`src/hw/rtl/chti_pkg.sv`:
```
`default_nettype none

package chti_pkg;

    localparam int WORD_W    = 32;
    localparam int FRAC_W    = 16;
    localparam int PTS_W     = 11;
    localparam int ADDR_W    = 11;
    localparam int CFG_IDX_W = 2;

    // configuration register indexes
    localparam logic [CFG_IDX_W-1:0] CFG_TABLE_START = 2'd0;
    localparam logic [CFG_IDX_W-1:0] CFG_STEP_RECIP  = 2'd1;
    localparam logic [CFG_IDX_W-1:0] CFG_POINTS      = 2'd2;

    localparam logic signed [WORD_W-1:0] TABLE_START_RST = 32'sd0;
    localparam logic [WORD_W-1:0]        STEP_RECIP_RST  = 32'd65536;
    localparam logic [PTS_W-1:0]         POINTS_RST      = 11'd1024;

    // request functions
    localparam logic FUNC_LOAD = 1'b0;
    localparam logic FUNC_EVAL = 1'b1;

    // table banks, selected by {point parity, word kind}
    localparam int BANK_Y_EVEN = 0;
    localparam int BANK_D_EVEN = 1;
    localparam int BANK_Y_ODD  = 2;
    localparam int BANK_D_ODD  = 3;
    localparam int BANKS       = 4;

    typedef struct packed {
        logic signed [WORD_W-1:0] table_start;
        logic [WORD_W-1:0]        step_recip;
        logic [PTS_W-1:0]         points;
    } t_cfg;

    typedef struct packed {
        logic              vld;
        logic              oor;
        logic              odd;
        logic [FRAC_W-1:0] t;
    } t_blend_ctl;

endpackage

`default_nettype wire

```
`src/hw/rtl/chti_front.sv`:
```
`default_nettype none

module chti_front #(
    parameter int TABLE_POINTS = 1024
) (
    input  wire logic                                   i_clk,
    input  wire logic                                   i_rst_n,
    input  wire chti_pkg::t_cfg                         i_cfg,
    input  wire logic                                   i_req,
    input  wire logic                                   i_func,
    input  wire logic [chti_pkg::ADDR_W-1:0]            i_word_address,
    input  wire logic signed [chti_pkg::WORD_W-1:0]     i_word_value,
    input  wire logic signed [chti_pkg::WORD_W-1:0]     i_x_value,
    output logic [chti_pkg::BANKS-1:0]                  o_we,
    output logic [$clog2((TABLE_POINTS+1)/2)-1:0]       o_waddr,
    output logic [chti_pkg::WORD_W-1:0]                 o_wdata,
    output logic [$clog2((TABLE_POINTS+1)/2)-1:0]       o_raddr_even,
    output logic [$clog2((TABLE_POINTS+1)/2)-1:0]       o_raddr_odd,
    output chti_pkg::t_blend_ctl                        o_ctl
);

    localparam int DEPTH = (TABLE_POINTS + 1) / 2;
    localparam int AW    = $clog2(DEPTH);
    localparam int WORDS = 2 * TABLE_POINTS;

    // stage A: offset from the table start
    logic                          r_a_vld;
    logic                          r_a_func;
    logic [chti_pkg::ADDR_W-1:0]   r_a_addr;
    logic [chti_pkg::WORD_W-1:0]   r_a_wdata;
    logic                          r_a_neg;
    logic [chti_pkg::WORD_W-1:0]   r_a_diff;
    logic [chti_pkg::WORD_W:0]     n_a_diff;

    // stage B: scaled position
    logic                          r_b_vld;
    logic                          r_b_func;
    logic [chti_pkg::ADDR_W-1:0]   r_b_addr;
    logic [chti_pkg::WORD_W-1:0]   r_b_wdata;
    logic                          r_b_neg;
    logic [2*chti_pkg::WORD_W-1:0] r_b_prod;

    logic [chti_pkg::WORD_W-1:0]   n_b_idx;
    logic [chti_pkg::PTS_W-1:0]    n_b_lim;
    logic                          n_b_oor;
    logic [31:0]                   n_b_wa;
    logic                          n_b_wr;

    chti_pkg::t_blend_ctl          r_c;

    assign n_a_diff = {i_x_value[chti_pkg::WORD_W-1], i_x_value}
                    - {i_cfg.table_start[chti_pkg::WORD_W-1], i_cfg.table_start};

    always_ff @(posedge i_clk) begin
        if (!i_rst_n) begin
            r_a_vld <= 1'b0;
            r_b_vld <= 1'b0;
        end else begin
            r_a_vld <= i_req;
            r_b_vld <= r_a_vld;
        end
    end

    always_ff @(posedge i_clk) begin
        r_a_func  <= i_func;
        r_a_addr  <= i_word_address;
        r_a_wdata <= i_word_value;
        r_a_neg   <= n_a_diff[chti_pkg::WORD_W];
        r_a_diff  <= n_a_diff[chti_pkg::WORD_W-1:0];

        r_b_func  <= r_a_func;
        r_b_addr  <= r_a_addr;
        r_b_wdata <= r_a_wdata;
        r_b_neg   <= r_a_neg;
        r_b_prod  <= {32'd0, r_a_diff} * {32'd0, i_cfg.step_recip};
    end

    // guard and bank addressing
    always_comb begin
        n_b_idx = r_b_prod[2*chti_pkg::WORD_W-1:chti_pkg::WORD_W];
        if (32'(i_cfg.points) > TABLE_POINTS) begin
            n_b_lim = chti_pkg::PTS_W'(TABLE_POINTS);
        end else begin
            n_b_lim = i_cfg.points;
        end
        n_b_oor = r_b_neg || (n_b_idx < 32'd2)
               || (({1'b0, n_b_idx} + 33'd3) > 33'(n_b_lim));

        n_b_wa = 32'(r_b_addr);
        n_b_wr = r_b_vld && (r_b_func == chti_pkg::FUNC_LOAD) && (n_b_wa < 32'(WORDS));
        for (int k = 0; k < chti_pkg::BANKS; k++) begin
            o_we[k] = n_b_wr && (n_b_wa[1:0] == 2'(k));
        end
    end

    assign o_waddr      = n_b_wa[AW+1:2];
    assign o_wdata      = r_b_wdata;
    assign o_raddr_odd  = n_b_idx[AW:1];
    assign o_raddr_even = n_b_idx[AW:1] + AW'(n_b_idx[0]);

    // stage C: control aligned with the registered table read
    always_ff @(posedge i_clk) begin
        if (!i_rst_n) begin
            r_c <= '0;
        end else begin
            r_c.vld <= r_b_vld && (r_b_func == chti_pkg::FUNC_EVAL);
            r_c.oor <= n_b_oor;
            r_c.odd <= n_b_idx[0];
            r_c.t   <= r_b_prod[chti_pkg::WORD_W-1:chti_pkg::WORD_W-chti_pkg::FRAC_W];
        end
    end

    assign o_ctl = r_c;

    a_load_no_blend: assert property (@(posedge i_clk) disable iff (!i_rst_n)
        (r_b_vld && (r_b_func == chti_pkg::FUNC_LOAD)) |=> !r_c.vld)
        else $error("load request reached the blend stages");

    a_eval_reaches_blend: assert property (@(posedge i_clk) disable iff (!i_rst_n)
        (r_b_vld && (r_b_func == chti_pkg::FUNC_EVAL)) |=> r_c.vld)
        else $error("evaluate request dropped before the blend stages");

endmodule

`default_nettype wire

```
`config.mk`:
```
export PLATFORM = sky130hd
export DESIGN_NAME = chti_front
export DESIGN_NICKNAME = d
export VERILOG_FILES = /design/src/hw/rtl/chti_pkg.sv /design/src/hw/rtl/chti_front.sv
export SDC_FILE = /design/constraint.sdc
export NUM_CORES = 2
export LEC_CHECK = 0
export ABC_AREA = 1
export BUFFER_PORTS_ARGS = -buffer_cell sky130_fd_sc_hd__buf_2
export CORE_ASPECT_RATIO = 1.2
export CORE_MARGIN = 4
export CORE_UTILIZATION = 40
export DETAILED_ROUTE_END_ITERATION = 6
export HOLD_SLACK_MARGIN = 0.15
export SLEW_MARGIN = 15
export SYNTH_ARGS = -nofsm -noshare
export SYNTH_HDL_FRONTEND = slang
export SYNTH_SLANG_ARGS = --single-unit
```
`constraint.sdc`:
```
create_clock -name i_clk -period 10.3 [get_ports i_clk]
set_clock_uncertainty 0.1 [all_clocks]
set_input_delay 2.06 -clock i_clk [delete_from_list [all_inputs] [get_ports i_clk]]
set_output_delay 2.06 -clock i_clk [all_outputs]
set_load 0.03 [all_outputs]
```
==> out/metrics.cfg <==
[status]
status = completed

[worst_setup_path]
slowest_stage = buf_2
start_kind = input pin
critical_path.max_stage_delay_ps = 650
required_ps = 10550
worst_path_most_repeated_cell = fa_1
r2r_slack_ps = 2350
reg2reg_to = r_b_prod[31]$_DFF_P_
r2r_start = r_a_diff[17]$_DFF_P_
path_buf_inv = 7
cp_top_family = adder cells
crit_fanout = 32
setup.worst_path.end_class = flip-flop
startpoint = i_cfg[19]
critical_path_class = input pin to flip-flop
arrival_ps = 9110
reg2reg_depth = 23

[logic_synthesis]
netlist_area_um2 = 42300
synthTopCellsByCount = inv_1, nand2_1, fa_1
ys_ff_latch = 191
synth-main-ff-cell = dfxtp_1
synth_area_leaders = fa_1, inv_1, nand2_1
yosys_warnings = 0
synthMostInstantiatedCell = inv_1
synthDistinctLibCells = 38
ys_seq_area_share_pct = 9.03
synth_area_per_cell_um2 = 7.71
synthArstFlopShare_pct = 0
synth_top_cell_by_area = fa_1
netlist.area_leader.share_pct = 42.4
postSynthCellCount = 5493
synth_edf_count = 0
syn_nets = 6849

[sta]
period_share_pct = 86.0
rsz0062_at_grt = false
setup_viol = 0
hold_viol_final = 0
drv_slew = 0
fin_setup_tns_ps = 0
fin_crit_ps = 8860
timing.slew.headroom_pct = 25.1
worst_pin_slew_ps = 1120
clock.fmax_mhz = 113

[global_route]
grt_pass1_wl_um = 204000
grt_pass1_vias = 36900
grt_util_all_layers_pct = 23.5
grt_max_degree = 33
grt_overflow = 0
antenna_found_initial = 6

[placement]
place_hpwl_um = 102000
place_congestion = 0.939
port_buffers = 235

[drt]
drtAntennaViolNets = 0
first_pass_iters = 6
wirelength_um = 127000
num_vias = 33800
post-route-drc-count = 0
vias_per_cell = 4.83
wl_per_cell_um = 18.2
drtIter0Drc = 2080

[clock_network]
clkLatencyLatePin_ps = 480
cts_root_buffer = clkbuf_16
clk_pin_slew_ps = 80
cts.sinks = 191
post_cts_resize_count = 0
cts_hold_buf = 0
htree_levels = 4
cts_tree = done
cts_buffers = 17
clockBufferDepth = 2
cts_setup_buffers = 0

[final_layout]
seq_area_um2 = 3820
drive_gt1_share_pct = 5.93
n_fill_cell = 10700
fin_nets = 6944
synthToLayoutAreaGrowth_pct = 7.32
multi_input_area_um2 = 31100

[min_path]
hp-start = r_a_wdata[14]$_DFF_P_
hold_class = flip-flop to flip-flop
hold_end = o_wdata[14]$_DFF_P_
holdPathStages = 0

[die]
rows = 130
fp.dieArea_um2 = 111000
chipWidth_um = 305
chipHeight_um = 364
start_util_pct = 40.4
num_io_pins = 236
core_um2 = 105000

[run]
maxCapViolCount = 0

-- cells in the final DEF, fill, tap and decap left out, types with 4 or more instances in the layout --
| cell | Yosys | final |
|---|---|---|
| dfxtp_1 | 191 | 191 |
| fa_1 | 896 | 896 |
| a21boi_0 | 7 | 7 |
| ha_1 | 306 | 306 |
| a21o_1 | 27 | 27 |
| o21bai_1 | 12 | 12 |
| inv_1 | 1751 | 1751 |
| o211ai_1 | 5 | 5 |
| a31oi_1 | 18 | 18 |
| a211oi_1 | 4 | 4 |
| nor4_1 | 8 | 8 |
| nand4_1 | 21 | 21 |
| nor3_1 | 31 | 31 |
| clkbuf_16 | 0 | 17 |
| xnor2_1 | 14 | 14 |
| o21a_1 | 13 | 13 |
| buf_2 | 0 | 235 |
| o21ai_2 | 4 | 4 |
| nor2_1 | 218 | 218 |
| buf_4 | 18 | 53 |
| nand3_1 | 68 | 68 |
| nand2_1 | 1407 | 1407 |
| a221oi_1 | 4 | 4 |
| a21oi_1 | 110 | 110 |
| xor2_1 | 78 | 78 |
| o21ai_0 | 69 | 69 |
| clkinv_8 | 0 | 6 |
-- registers in the layout (all words and copies together), names as in the netlist --
signal and cells:
r_a_wdata 32, r_b_neg 1, r_b_vld 1, r_b_func 1, r_a_func 1, r_a_vld 1, r_a_neg 1, o_wdata 32
o_ctl 19, r_b_prod 48, r_a_addr 11, r_b_addr 11, r_a_diff 32
-- layer usage --
metal / track usage, % / routed length, um / vias to the layer above
met3: 4.09 / 8840 / 296
met5: 0 / 48 / -
met4: 7.30 / 4510 / 8
met1: 28.9 / 50900 / 16600
li1: - / - / 15600
met2: 42.2 / 63000 / 1268
-- worst reg2reg max path: cells and delay by family, from the launching register on --
kind                       cells  cell delay (ps)
DFF                            1              920
and+or+nand+nor                4              470
buffers and inverters          5              750
AOI/OAI and AO/OA              4              910
xor gates and xnor gates       1              360
adders and majority gates      9             4310
-- logic make-up after synthesis --
family,after synthesis,synth area share (%)
AO/OA/AOI/OAI,279,3.87
XOR/XNOR,92,1.90
adder cells (fa/ha/maj),1202,51.4
buffers and inverters,1964,17.6
flip-flops,191,9.03
AND/OR/NAND/NOR,1765,16.2
-- metrics by stage --
stage	hold slack [ps]	instance area (um^2)	std cells	util, %	worst slack [ps]
after floorplan	210	42300	5493	-	2130
after global placement	210	44800	6955	42.7	919
after detailed placement	212	44800	6955	42.7	957
after CTS	228	45400	6987	43.3	1450
after global routing	235	45400	6987	43.3	1050
final	228	45400	6989	43.3	1440
-- how the worst max path moves through the flow --
| stage | slack (ps) | endpoint | depth (start not counted) |
|---|---|---|---|
| after CTS | 1450 | r_b_prod[31]$_DFF_P_ | 26 |
| final | 1440 | r_b_prod[31]$_DFF_P_ | 26 |
| after global placement | 920 | r_b_prod[61]$_DFF_P_ | 29 |
| after detailed placement | 960 | r_b_prod[31]$_DFF_P_ | 26 |
| after global routing | 1050 | r_b_prod[52]$_DFF_P_ | 29 |
| after floorplan | 2130 | r_b_prod[61]$_DFF_P_ | 29 |
-- area by class of cell --
class	count	share of cell area, %
clock buffer	17	0.936
multi-input combinational	3338	68.4
antenna	2	0.0110
sequential	191	8.41
tap	1386	3.82
timing repair buffer	288	3.46
clock inverter	15	0.496
inverter	1752	14.5
Power is left out: the tool's default activity adds up to more than one toggle a clock period on the data nets, which glitch-free logic cannot reach.
